File: config.mk
export PLATFORM = sky130hd
export DESIGN_NAME = base64_stream_decoder_unit_flat
export DESIGN_NICKNAME = d
export VERILOG_FILES = /design/src/rtl/bsd_pkg.sv /design/src/rtl/bsd_if.sv /design/src/rtl/bsd_front.sv /design/src/rtl/bsd_queue.sv /design/src/rtl/bsd_back.sv /design/src/rtl/base64_stream_decoder_unit.sv /design/src/flat_wrapper.sv
export SDC_FILE = /design/constraint.sdc
export NUM_CORES = 1
export LEC_CHECK = 0
export BUFFER_PORTS_ARGS = -buffer_cell sky130_fd_sc_hd__buf_4
export CORE_MARGIN = 4
export CORE_UTILIZATION = 55
export CTS_BUF_LIST = sky130_fd_sc_hd__clkbuf_8 sky130_fd_sc_hd__clkbuf_16
export DETAILED_ROUTE_END_ITERATION = 6
export GPL_ROUTABILITY_DRIVEN = 1
export GPL_TIMING_DRIVEN = 0
export PLACE_DENSITY = 0.84
export SYNTH_ARGS = -nofsm -noshare
export SYNTH_HDL_FRONTEND = slang
export SYNTH_HIERARCHICAL = 1
export SYNTH_SLANG_ARGS = --single-unit
File: constraint.sdc
create_clock -name clk -period 5.85 [get_ports clk]
set_input_delay 0 -clock clk [delete_from_list [all_inputs] [get_ports clk]]
set_output_delay 0 -clock clk [all_outputs]
set_load 0.005 [all_outputs]
File: src/rtl/bsd_pkg.sv
package bsd_pkg;

    localparam int QueueDepth = 4;
    localparam int QueuePtrW  = $clog2(QueueDepth);

    typedef enum logic [2:0] {
        ST_DATA       = 3'd0,
        ST_END_OK     = 3'd1,
        ST_BAD_SYMBOL = 3'd2,
        ST_BAD_PAD    = 3'd3,
        ST_BAD_END    = 3'd4
    } status_t;

    typedef enum logic [1:0] {
        CLS_VALUE   = 2'd0,
        CLS_PAD     = 2'd1,
        CLS_SKIP    = 2'd2,
        CLS_INVALID = 2'd3
    } char_class_t;

    typedef enum logic [1:0] {
        PAD_NONE = 2'd0,
        PAD_ONE  = 2'd1,
        PAD_TWO  = 2'd2
    } pad_mode_t;

    typedef struct packed {
        char_class_t cls;
        logic [5:0]  val;
    } class_res_t;

    // one queue entry: the results caused by one character
    typedef struct packed {
        logic [23:0] bytes;
        logic [1:0]  nbytes;
        logic        has_end;
        status_t     end_status;
    } job_t;

    typedef struct packed {
        logic push;
        job_t job;
    } q_wr_t;

    typedef struct packed {
        logic empty;
        logic full;
        job_t head;
    } q_rd_t;

    typedef struct packed {
        logic accept;
        logic discarding;
    } front_stat_t;

    function automatic class_res_t classify(input logic [7:0] c);
        class_res_t r;
        r.cls = CLS_INVALID;
        r.val = 6'd0;
        if (c >= 8'h41 && c <= 8'h5A) begin
            r.cls = CLS_VALUE;
            r.val = 6'(c - 8'h41);
        end
        else if (c >= 8'h61 && c <= 8'h7A) begin
            r.cls = CLS_VALUE;
            r.val = 6'(c - 8'h61 + 8'd26);
        end
        else if (c >= 8'h30 && c <= 8'h39) begin
            r.cls = CLS_VALUE;
            r.val = 6'(c - 8'h30 + 8'd52);
        end
        else if (c == 8'h2B) begin
            r.cls = CLS_VALUE;
            r.val = 6'd62;
        end
        else if (c == 8'h2F) begin
            r.cls = CLS_VALUE;
            r.val = 6'd63;
        end
        else if (c == 8'h3D) begin
            r.cls = CLS_PAD;
        end
        else if (c == 8'h20 || c == 8'h09 || c == 8'h0A || c == 8'h0D) begin
            r.cls = CLS_SKIP;
        end
        return r;
    endfunction

endpackage

File: src/rtl/bsd_if.sv
interface bsd_sym_if;
    logic       valid;
    logic       ready;
    logic [7:0] symbol;
    logic       final_req;

    modport source (output valid, output symbol, output final_req, input ready);
    modport sink (input valid, input symbol, input final_req, output ready);
endinterface

interface bsd_res_if;
    logic       valid;
    logic       ready;
    logic [7:0] out_byte;
    logic [2:0] status;
    logic       last_of_run;

    modport source (output valid, output out_byte, output status, output last_of_run,
                    input ready);
    modport sink (input valid, input out_byte, input status, input last_of_run,
                  output ready);
endinterface

File: src/rtl/bsd_front.sv
module bsd_front (
    input  logic                 clk,
    input  logic                 rst_n,
    bsd_sym_if.sink              chars,
    input  bsd_pkg::q_rd_t       q_rd,
    output bsd_pkg::q_wr_t       q_wr,
    output bsd_pkg::front_stat_t stat
);
    import bsd_pkg::*;

    logic [23:0] acc_reg, acc_next;
    logic [1:0]  pos_reg, pos_next;
    pad_mode_t   pad_reg, pad_next;
    logic        disc_reg, disc_next;

    logic       accept;
    class_res_t cr;
    logic       pad_err;
    logic [23:0] acc_shift;

    assign chars.ready = !q_rd.full;
    assign accept      = chars.valid && chars.ready;
    assign cr          = classify(chars.symbol);
    assign acc_shift   = {acc_reg[17:0], cr.val};

    always_comb
    begin
        acc_next  = acc_reg;
        pos_next  = pos_reg;
        pad_next  = pad_reg;
        disc_next = disc_reg;
        pad_err   = 1'b0;
        q_wr.push = 1'b0;
        q_wr.job  = '{bytes: acc_shift, nbytes: 2'd0, has_end: 1'b0, end_status: ST_END_OK};

        if (accept) begin
            if (disc_reg) begin
                if (chars.final_req) begin
                    disc_next = 1'b0;
                    acc_next  = '0;
                    pos_next  = '0;
                    pad_next  = PAD_NONE;
                end
            end
            else begin
                // first pad fixes the mode, only legal at positions 2 and 3
                if (cr.cls == CLS_PAD && pad_reg == PAD_NONE) begin
                    if (pos_reg == 2'd2)
                        pad_next = PAD_ONE;
                    else if (pos_reg == 2'd3)
                        pad_next = PAD_TWO;
                    else
                        pad_err = 1'b1;
                end

                if (cr.cls == CLS_INVALID || pad_err) begin
                    q_wr.push           = 1'b1;
                    q_wr.job.has_end    = 1'b1;
                    q_wr.job.end_status = pad_err ? ST_BAD_PAD : ST_BAD_SYMBOL;
                    pad_next            = pad_reg;
                    if (chars.final_req) begin
                        acc_next = '0;
                        pos_next = '0;
                        pad_next = PAD_NONE;
                    end
                    else begin
                        disc_next = 1'b1;
                    end
                end
                else begin
                    if (cr.cls == CLS_VALUE || cr.cls == CLS_PAD) begin
                        if (pos_reg == 2'd3) begin
                            unique case (pad_next)
                                PAD_ONE: q_wr.job.nbytes = 2'd1;
                                PAD_TWO: q_wr.job.nbytes = 2'd2;
                                default: q_wr.job.nbytes = 2'd3;
                            endcase
                            q_wr.push = 1'b1;
                            acc_next  = '0;
                            pos_next  = '0;
                        end
                        else begin
                            acc_next = acc_shift;
                            pos_next = pos_reg + 2'd1;
                        end
                    end
                    if (chars.final_req) begin
                        q_wr.push           = 1'b1;
                        q_wr.job.has_end    = 1'b1;
                        q_wr.job.end_status = (pos_next != 2'd0) ? ST_BAD_END : ST_END_OK;
                        acc_next            = '0;
                        pos_next            = '0;
                        pad_next            = PAD_NONE;
                    end
                end
            end
        end
    end

    always_ff @(posedge clk or negedge rst_n)
    begin
        if (!rst_n) begin
            acc_reg  <= '0;
            pos_reg  <= '0;
            pad_reg  <= PAD_NONE;
            disc_reg <= 1'b0;
        end
        else begin
            acc_reg  <= acc_next;
            pos_reg  <= pos_next;
            pad_reg  <= pad_next;
            disc_reg <= disc_next;
        end
    end

    assign stat.accept     = accept;
    assign stat.discarding = disc_reg;

endmodule

File: src/rtl/bsd_queue.sv
module bsd_queue (
    input  logic           clk,
    input  logic           rst_n,
    input  bsd_pkg::q_wr_t q_wr,
    input  logic           pop,
    output bsd_pkg::q_rd_t q_rd
);
    import bsd_pkg::*;

    job_t mem [QueueDepth];

    logic [QueuePtrW-1:0] wr_ptr_reg, wr_ptr_next;
    logic [QueuePtrW-1:0] rd_ptr_reg, rd_ptr_next;
    logic [QueuePtrW:0]   count_reg, count_next;
    logic                 do_push, do_pop;

    assign q_rd.empty = (count_reg == '0);
    assign q_rd.full  = (count_reg == (QueuePtrW+1)'(QueueDepth));
    assign q_rd.head  = mem[rd_ptr_reg];

    assign do_push = q_wr.push && !q_rd.full;
    assign do_pop  = pop && !q_rd.empty;

    always_comb
    begin
        wr_ptr_next = do_push ? wr_ptr_reg + QueuePtrW'(1) : wr_ptr_reg;
        rd_ptr_next = do_pop ? rd_ptr_reg + QueuePtrW'(1) : rd_ptr_reg;
        count_next  = count_reg + (QueuePtrW+1)'(do_push) - (QueuePtrW+1)'(do_pop);
    end

    always_ff @(posedge clk)
    begin
        if (do_push)
            mem[wr_ptr_reg] <= q_wr.job;
    end

    always_ff @(posedge clk or negedge rst_n)
    begin
        if (!rst_n) begin
            wr_ptr_reg <= '0;
            rd_ptr_reg <= '0;
            count_reg  <= '0;
        end
        else begin
            wr_ptr_reg <= wr_ptr_next;
            rd_ptr_reg <= rd_ptr_next;
            count_reg  <= count_next;
        end
    end

endmodule

File: src/rtl/bsd_back.sv
module bsd_back (
    input  logic           clk,
    input  logic           rst_n,
    input  bsd_pkg::q_rd_t q_rd,
    output logic           pop,
    bsd_res_if.source      results
);
    import bsd_pkg::*;

    logic [1:0] idx_reg, idx_next;
    logic       valid_reg, valid_next;
    logic [7:0] byte_reg, byte_next;
    status_t    status_reg, status_next;
    logic       last_reg, last_next;

    logic       load;
    logic [2:0] total;
    logic       is_last;

    assign load    = !valid_reg || results.ready;
    assign total   = {1'b0, q_rd.head.nbytes} + {2'b00, q_rd.head.has_end};
    assign is_last = ({1'b0, idx_reg} + 3'd1) == total;

    always_comb
    begin
        idx_next    = idx_reg;
        valid_next  = valid_reg;
        byte_next   = byte_reg;
        status_next = status_reg;
        last_next   = last_reg;
        pop         = 1'b0;
        if (load) begin
            valid_next = !q_rd.empty;
            if (!q_rd.empty) begin
                // data bytes first, most significant first, then any status
                if (idx_reg < q_rd.head.nbytes) begin
                    unique case (idx_reg)
                        2'd0:    byte_next = q_rd.head.bytes[23:16];
                        2'd1:    byte_next = q_rd.head.bytes[15:8];
                        default: byte_next = q_rd.head.bytes[7:0];
                    endcase
                    status_next = ST_DATA;
                end
                else begin
                    byte_next   = 8'd0;
                    status_next = q_rd.head.end_status;
                end
                last_next = is_last;
                if (is_last) begin
                    pop      = 1'b1;
                    idx_next = '0;
                end
                else begin
                    idx_next = idx_reg + 2'd1;
                end
            end
        end
    end

    always_ff @(posedge clk or negedge rst_n)
    begin
        if (!rst_n) begin
            idx_reg   <= '0;
            valid_reg <= 1'b0;
        end
        else begin
            idx_reg   <= idx_next;
            valid_reg <= valid_next;
        end
    end

    always_ff @(posedge clk)
    begin
        byte_reg   <= byte_next;
        status_reg <= status_next;
        last_reg   <= last_next;
    end

    assign results.valid       = valid_reg;
    assign results.out_byte    = byte_reg;
    assign results.status      = status_reg;
    assign results.last_of_run = last_reg;

endmodule

File: src/rtl/base64_stream_decoder_unit.sv
// channel   dir  words                            payload
// chars     in   one character each               symbol[7:0], final_req
// results   out  one byte or status each          out_byte[7:0], status[2:0], last_of_run
//
// One character accepted per cycle while the 4-entry job queue has room.
// A character yields 0 to 4 results; the back end's output register sends one per
// cycle while results.ready holds, so a run of full groups is held to that rate.
// Results are written into the job queue and then into the output register before they appear.
// Asynchronous active-low reset clears decode state, queue and output valid.
module base64_stream_decoder_unit (
    input  logic      clk,
    input  logic      rst_n,
    bsd_sym_if.sink   chars,
    bsd_res_if.source results
);
    import bsd_pkg::*;

    q_wr_t       q_wr;
    q_rd_t       q_rd;
    logic        pop;
    front_stat_t fstat;

    bsd_front u_front (
        .clk   (clk),
        .rst_n (rst_n),
        .chars (chars),
        .q_rd  (q_rd),
        .q_wr  (q_wr),
        .stat  (fstat)
    );

    bsd_queue u_queue (
        .clk   (clk),
        .rst_n (rst_n),
        .q_wr  (q_wr),
        .pop   (pop),
        .q_rd  (q_rd)
    );

    bsd_back u_back (
        .clk     (clk),
        .rst_n   (rst_n),
        .q_rd    (q_rd),
        .pop     (pop),
        .results (results)
    );

    // a job is never offered to a full queue
    a_no_overflow: assert property (@(posedge clk) disable iff (!rst_n)
        q_wr.push |-> !q_rd.full)
        else $error("job pushed into full queue");

    // while discarding, characters produce nothing
    a_discard_silent: assert property (@(posedge clk) disable iff (!rst_n)
        fstat.accept && fstat.discarding |-> !q_wr.push)
        else $error("result produced while discarding");

    // status words always close a run
    a_status_last: assert property (@(posedge clk) disable iff (!rst_n)
        results.valid && !results.last_of_run |-> results.status == ST_DATA)
        else $error("status word not last of run");

    // queued jobs always carry at least one result
    a_job_nonempty: assert property (@(posedge clk) disable iff (!rst_n)
        q_wr.push |-> (q_wr.job.nbytes != 2'd0 || q_wr.job.has_end))
        else $error("empty job queued");

endmodule
File: src/flat_wrapper.sv
// flat-port wrapper written by rule: the top's interface ports become plain ports
module base64_stream_decoder_unit_flat import bsd_pkg::*;
  (clk, rst_n, chars_valid, chars_symbol, chars_final_req, chars_ready, results_valid, results_out_byte, results_status, results_last_of_run, results_ready);
  bsd_sym_if chars_i ();
  bsd_res_if results_i ();
  input  logic clk;
  input  logic rst_n;
  input wire logic [$bits(chars_i.valid)-1:0] chars_valid;
  input wire logic [$bits(chars_i.symbol)-1:0] chars_symbol;
  input wire logic [$bits(chars_i.final_req)-1:0] chars_final_req;
  output wire logic [$bits(chars_i.ready)-1:0] chars_ready;
  output wire logic [$bits(results_i.valid)-1:0] results_valid;
  output wire logic [$bits(results_i.out_byte)-1:0] results_out_byte;
  output wire logic [$bits(results_i.status)-1:0] results_status;
  output wire logic [$bits(results_i.last_of_run)-1:0] results_last_of_run;
  input wire logic [$bits(results_i.ready)-1:0] results_ready;
  assign chars_i.valid = chars_valid;
  assign chars_i.symbol = chars_symbol;
  assign chars_i.final_req = chars_final_req;
  assign chars_ready = chars_i.ready;
  assign results_valid = results_i.valid;
  assign results_out_byte = results_i.out_byte;
  assign results_status = results_i.status;
  assign results_last_of_run = results_i.last_of_run;
  assign results_i.ready = results_ready;
  base64_stream_decoder_unit u_core (.clk(clk), .rst_n(rst_n), .chars(chars_i), .results(results_i));
endmodule
## Word level (Yosys, flattened, before mapping)

Memory sizes are Yosys's and may differ from the RTL's.
Cells that the tools add are included.
W data, S select, Z words.

- Bits in registers: 51
- Bits in writable memories: 120
- Latch bits: 0
- Memories: 1
- Bits of input ports: 13
- Output and inout port bits: 14
- Logic and storage cells: 137
- Bits in read-only memories: 0

- Reductions and logical operators: 24
- $add $sub $neg: 13
- Shifts and indexed selects: 0
- Bitwise operators: 1
- Multiplexer cells: 63
- Divide/modulo/power cells: 0
- Multiply operators: 0
- Magnitude comparators: 7
- Equality and inequality tests: 16

Memory list:

| memory | words | width | read ports | clocked after memory_dff | write ports | line | text |
|---|---|---|---|---|---|---|---|
| u_core.u_queue.mem | 4 | 30 | 1 | 0 | 1 | bsd_queue.sv:10 | `job_t mem [QueueDepth];` |

Operators with widths:

| cell | count |
|---|---|
| $mux W24 | 6 |
| $mux W2 | 24 |
| $eq A8 B6 Y1 const B | 4 |
| $mux W8 | 4 |
| $eq A8 B4 Y1 const B | 3 |
| $mux W1 | 21 |
| $mux W6 | 3 |
| $ge A8 B7 Y1 const B | 2 |
| $le A8 B7 Y1 const B | 2 |
| $pmux W8 S2 | 1 |
| $sub A6 B6 Y6 const B | 2 |
| $add A2 B1 Y2 const B | 4 |
| $eq A2 B2 Y1 const B | 4 |
| $ge A8 B6 Y1 const B | 1 |
| $le A8 B6 Y1 const B | 1 |
| $mux W4 | 2 |
| $logic_and A1 B1 Y1 | 7 |
| $add A6 B5 Y6 const B | 1 |
| $add A6 B6 Y6 const B | 1 |
| $eq A2 B1 Y1 const B | 3 |
| $logic_not A2 Y1 | 3 |
| $logic_or A1 B1 Y1 | 6 |
| $sub A6 B1 Y6 const B | 1 |
| $pmux W2 S2 | 1 |
| 14 further kinds | 17 |

## Longest topological paths before layout

Gate-level depths: netlist (run 1).

- Word-level depth: 26
- Mapped depth: 16
- Gate-level depth less buffers: 15

## Hierarchy

Netlist (run 1), hierarchy kept.

By module, submodules not included:

| module | area each (um^2) | instances | cells an instance |
|---|---|---|---|
| bsd_queue | 4825.9 | 1 | 199 |
| bsd_front | 1756.7 | 1 | 199 |
| bsd_back | 790.8 | 1 | 69 |

## Worst setup path before layout (run 1)

OpenSTA, ideal clock, no wires.

- Kind: register to register
- Start: register u_core.u_queue.rd_ptr_reg[0]
- End: register u_core.u_queue.count_reg[2]
- Stages on the path, launching flop included: 17
- Setup slack: 2.502 ns
- Required time: 5.727 ns
- Data arrival time: 3.225 ns
- Library setup time: 0.123 ns
- Period minus slack after synthesis: 3.348 ns
- Path through: dfrtp_1 > buf_6 > buf_12 > mux4_2 > ha_1 > ha_1 > xor2_1 > nor3_2 > and2_1 > o31ai_1 > inv_1 > ha_1 > inv_1 > ha_1 > fa_1 > xnor2_1 > xnor2_1

RTL lines:

| element | line | text |
|---|---|---|
| start: declaration | bsd_queue.sv:13 | `logic [QueuePtrW-1:0] rd_ptr_reg, rd_ptr_next;` |
| start signal: assignment | bsd_queue.sv:46 | `rd_ptr_reg <= rd_ptr_next;` |
| end signal: assignment | bsd_queue.sv:47 | `count_reg <= count_next;` |
| end: declaration | bsd_queue.sv:14 | `logic [QueuePtrW:0] count_reg, count_next;` |

==> out/metrics.cfg, run 1 <==
[worst_setup_path]
crit_required_ns = 6.19
worstSetupPathType = flip-flop to flip-flop
worstPathArrival_ns = 4.29
crit_fanout = 9
end_kind = flip-flop
start_kind = flip-flop

[layout]
ff_latch_area_um2 = 4790
largest_reg_flops = 120
syn2layout_area_growth_pct = 13.9
multiInputGateArea_um2 = 2350
layout.nets = 551
antenna_cells = 0
drive_above_1_share_pct = 20.5
stdcell_area_um2 = 8380
fill_cells = 829

[pwr]
p_seq_share_pct = 41.2
switching_power_mw = 1.16
clkPwrFrac_pct = 27.8
finalPower_mw = 3.82
power_density_nw_per_um2 = 456
p_leak_nw = 3.15
ir_drop_uv = 243
internal_power_mw = 2.67
power_frac_comb_pct = 31.0
switching_share_pct = 30.3

[route]
dr.pass1.iters = 5
drtIter0Drc = 336
drc = 0
wire_per_inst_um = 21.7
final_antenna_net_count = 0
viasPerCell = 6.10
wirelength_um = 15200
vias = 4261

[clock_network]
cts_max_level = 4
cts_tree = built
clock_latency_ns = 0.42
cts.sinks = 165
cts_root_buf = clkbuf_16
path_clk_slew_ns = 0.06
cts_buffers = 17
clockBufferDepth = 2

[die]
num_rows = 41
die_w_um = 124
die-area_um2 = 15300
start_util_pct = 57.1
ios = 27
core_area_um2 = 12900
die_h_um = 124

[outcome]
outcome = finished, final reports clean

[synth]
avgSynthCellArea_um2 = 15.8
syn_nets = 503
syn_inst = 465
ys_warn_count = 6
synth_area_um2 = 7360

[global_route]
first_global_vias = 4285
gr-usage-all-layers_pct = 21.6
grt-ovfl-total = 0
grt_pass1_wl_um = 24200
antenna_found_initial = 0
grt_start_max_net_pins = 34

[sta]
slew_violations = 0
hold_viol = 0
fin_tns_setup_ns = 0
tightestPinTransition_ns = 1.20
rsz0062_at_grt = no
setup_viol = 0
slew_headroom_pct = 19.8
min_period_ns = 3.96
fin_worst_skew_ns = 0.00848
setup_slack_ns = 1.89
fmax_mhz = 253
period_share_pct = 67.6

[placed_design]
port_buffers = 25
gp_congestion = 0.945
dp_slack_ns = 2.07
dp_hpwl_um = 9490
post_dp_cell_area_um2 = 7770

[min_path]
hold_class = primary input to async pin

[job]
maxCapViolCount = 0

==> per-stage QoR <==
stage	utilization [%]	instances	hold slack (ns)
final	65.1	698	0.0776
after global routing	65.1	698	0.0971
after CTS	65.1	698	0.0700
after detailed placement	60.3	662	-0.0190
after global placement	60.3	662	-0.0226
after floorplan	-	465	-0.296
==> layout by cell type (no fill, tap or decap), drive strengths merged, types with 3 or more instances in the layout <==
| cell | count |
|---|---|
| buf | 38 |
| nor3 | 4 |
| a31oi | 3 |
| dfrtp | 33 |
| a22oi | 9 |
| nand2 | 27 |
| ha | 24 |
| nor2b | 8 |
| o22ai | 4 |
| nand2b | 7 |
| inv | 27 |
| xnor2 | 9 |
| and3 | 8 |
| clkinv | 5 |
| a22o | 18 |
| mux4 | 30 |
| xor2 | 3 |
| o211ai | 3 |
| o21a | 4 |
| nand3 | 8 |
| nor2 | 17 |
| edfxtp | 132 |
| nand4bb | 3 |
| or3 | 3 |
| o21ai | 12 |
| and2 | 6 |
| dlygate4sd3 | 4 |
| a21oi | 20 |
| clkbuf | 23 |
==> power by group through the flow <==
stage               logic, mW  registers [mW]  clock network [mW]
finish                   1.19            1.57                1.06
global route             1.27            1.59                1.13
CTS                      1.19            1.57                1.07
detailed placement       1.15            1.60                   0
global placement         1.10            1.58                   0
floorplan               0.807            1.57                   0
==> area by class of cell <==
cell class,instances,area share (%)
plain buffers,17,1.64
clock buffers,19,5.41
clock inverters,13,1.42
inverters,22,0.986
multi-input cells,261,28.1
flip-flops and latches,165,57.2
well taps,172,2.57
repair buffers,29,2.72
==> metal layers <==
metal	vias to the layer above	global-route usage [%]	wire [µm]	share of wire [%]
met2	195	35.8	7840	52
li1	1902	-	-	-
met4	0	7.54	310	2.0
met3	29	4.90	878	5.8
met5	-	0	0	0
met1	2135	28.3	6120	40
==> final timing paths <==
kind                                       startpoint                          end  slack (ns)  depth (start not counted)
max                         u_core/u_front/pos_reg[0]  u_core/u_queue/count_reg[2]        1.89                         15
max reg2reg                 u_core/u_front/pos_reg[0]  u_core/u_queue/count_reg[2]        1.89                         15
min reg2reg                u_core/u_front/acc_reg[14]    u_core/u_queue/mem[3][26]        0.53                          0
min                                             rst_n     u_core/u_back/idx_reg[1]        0.08                          2
min in group clk                      chars_symbol[1]     u_core/u_queue/mem[2][7]        0.08                          3
max in group asynchronous                       rst_n   u_core/u_front/acc_reg[10]        5.45                          2
==> critical path: stages (launching register included) <==
cell and delay [ns]:
dfrtp_1 0.45, ha_1 0.22, clkbuf_2 0.17, nor4_1 0.38
and2_1 0.21, o31a_1 0.16, o21a_4 0.17, nor2_1 0.07
a21oi_1 0.50, nand2_1 0.19, ha_1 0.35, inv_1 0.06
ha_1 0.21, fa_1 0.39, xnor2_1 0.18, xnor2_1 0.14
==> timing repair <==
| item | 4_1_cts | 5_1_grt |
|---|---|---|
| endpoints found under the hold margin | 36 | 0 |
| setup buffers | 0 | 0 |
| resized for setup | 0 | 0 |
| hold buffers | 4 | 0 |
Power figures use the tool's default switching activity.
==> inputs of run 2 (changes only) <==
==> constraint.sdc (replaced) <==
create_clock -name clk -period 3.89 [get_ports clk]
set_input_delay 0 -clock clk [delete_from_list [all_inputs] [get_ports clk]]
set_output_delay 0 -clock clk [all_outputs]
set_load 0.005 [all_outputs]
==> run 2 against run 1 <==
Sequential power is 51% higher. Clock power rose by 51%. Combinational power increased by 58%. First-iteration DRC count increased by 6.8%. Final cell count rose by 0.57%.
==> out/metrics.cfg, run 2 (synthesized netlist as in run 1, its figures left out) <==
[layout]
layout_common_cells = 132 x edfxtp_1, 33 x dfrtp_1, 29 x buf_4, 28 x mux4_2, 27 x nand2_1
drive_above_1_share_pct = 21.7  ; +1.2 points
syn2layout_area_growth_pct = 14.8
fill_cells = 817  ; -1.4%
antenna_cells = 0  ; unchanged
largest_reg_flops = 120  ; unchanged
mostFrequentLayoutCell = edfxtp_1
layout.nets = 555  ; +0.73%

[route]
final_antenna_net_count = 0  ; unchanged
wire_per_inst_um = 21.8  ; +0.24%
drc = 0  ; unchanged
drtIter0Drc = 359  ; +6.8%
vias = 4279  ; +0.42%
dr.pass1.iters = 7  ; +2
viasPerCell = 6.10  ; -0.15%
wirelength_um = 15300  ; +0.82%

[sta]
worst_hold_slack_ns = 0.0781  ; +0.000433 ns
tightestPinTransition_ns = 1.23  ; +0.0310 ns
min_period_ns = 3.77  ; -0.189 ns
fin_worst_skew_ns = 0.00850  ; +0.0000199 ns
period_share_pct = 96.8  ; +29 points
slew_headroom_pct = 17.8  ; -2.1 points
setup_viol = 0  ; unchanged
slew_violations = 0  ; unchanged
hold_viol = 0  ; unchanged
rsz0062_at_grt = no
fmax_mhz = 266  ; +5.0%

[worst_setup_path]
r2r_cells = 16  ; +1
crit_required_ns = 4.22  ; -1.97 ns
end_kind = flip-flop
start_kind = flip-flop
worstSetupPathType = flip-flop to flip-flop
worstPathArrival_ns = 4.10  ; -0.19 ns
crit_fanout = 6  ; -3

[global_route]
grt_pass1_wl_um = 24200  ; about the same
grt_start_max_net_pins = 34  ; unchanged
antenna_found_initial = 0  ; unchanged
first_global_vias = 4286  ; +0.023%
grt-ovfl-total = 0  ; unchanged
gr-usage-all-layers_pct = 21.6  ; unchanged

[die]
start_util_pct = 57.1  ; unchanged
die-area_um2 = 15300  ; unchanged
die_w_um = 124  ; unchanged
core_area_um2 = 12900  ; unchanged
die_h_um = 124  ; unchanged
ios = 27  ; unchanged
num_rows = 41  ; unchanged

[clock_network]
path_clk_slew_ns = 0.06  ; about the same
cts_tree = built
cts_root_buf = clkbuf_16
cts.sinks = 165  ; unchanged
cts_max_level = 4  ; unchanged
cts_buffers = 17  ; unchanged
clockBufferDepth = 2  ; unchanged
clock_latency_ns = 0.42  ; about the same

[min_path]
hold_class = primary input to async pin

[pwr]
finalPower_mw = 5.84  ; +53%
power_density_nw_per_um2 = 692  ; +52%
ir_drop_uv = 367  ; +51%
p_leak_nw = 3.17  ; +0.74%

[placed_design]
dp_hpwl_um = 9490  ; unchanged
gp_congestion = 0.945  ; unchanged
port_buffers = 25  ; unchanged

[job]
maxCapViolCount = 0  ; unchanged

[outcome]
outcome = finished, final reports clean

## run 2: worst max-delay path, stage by stage (launching register included)
cell,delay [ns]
dfrtp_1,0.34
buf_6,0.15
buf_12,0.13
mux4_2,0.54
ha_1,0.24
ha_4,0.17
xor2_1,0.28
nor3_4,0.10
and2_1,0.17
o31ai_1,0.10
inv_1,0.12
ha_1,0.31
inv_1,0.06
ha_1,0.22
fa_1,0.39
xnor2_1,0.20
xnor2_1,0.14
## run 2: report_power, final
part	internal [mW]	leakage, nW	total (mW)	switching (mW)
registers	2.23	1.68	2.37	0.131
clock network	0.965	0.296	1.60	0.632
logic	0.863	1.20	1.88	1.02
## run 2: area by class of cell
class	instances	area [µm²]	area share, %
Tap cell	172	215	2.55
Multi-Input combinational cell	261	2390	28.3
Clock buffer	19	453	5.36
Buffer	17	138	1.63
Clock inverter	13	119	1.41
Sequential cell	165	4790	56.7
Timing Repair Buffer	33	258	3.05
Inverter	22	82.6	0.978
## run 2: timing repair
item,4_1_cts,5_1_grt
endpoints found under the hold margin,36,0
setup endpoints to repair,1,1
buffers inserted,0,4
hold buffers,4,0
pin swaps,0,4
gates resized for setup,1,4
## run 2: final timing paths
| path | from | to | slack [ns] |
|---|---|---|---|
| hold reg to reg | u_core/u_front/acc_reg[14] | u_core/u_queue/mem[3][26] | 0.53 |
| max in group asynchronous | rst_n | u_core/u_front/acc_reg[12] | 3.49 |
| setup / recovery | u_core/u_queue/rd_ptr_reg[0] | u_core/u_queue/count_reg[2] | 0.12 |
| hold / removal | rst_n | u_core/u_front/pos_reg[1] | 0.08 |
| min in group clk | chars_symbol[1] | u_core/u_queue/mem[2][7] | 0.09 |
| setup reg to reg | u_core/u_queue/rd_ptr_reg[0] | u_core/u_queue/count_reg[2] | 0.12 |
## run 2: per-stage QoR
step                      worst slack [ns]  cell area [µm²]  std cells  TNS [ns]  utilization, %
after CTS                           0.0201             8380        698         0            65.1
final                                0.124             8450        702         0            65.6
after floorplan                      0.542             7360        465         0               -
after detailed placement             0.106             7770        662         0            60.3
after global placement              -0.144             7760        662    -15.44            60.3
after global routing               0.00543             8450        702         0            65.6
## run 2: layer usage
metal  track usage (%)  routed length, µm  share of wire [%]  vias up
met2              35.8               7910                 52      185
met1              28.3               6250                 41     2149
met4              7.54                304                2.0        0
met5                 0                  0                  0        -
li1                  -                  -                  -     1915
met3              4.90                809                5.3       30
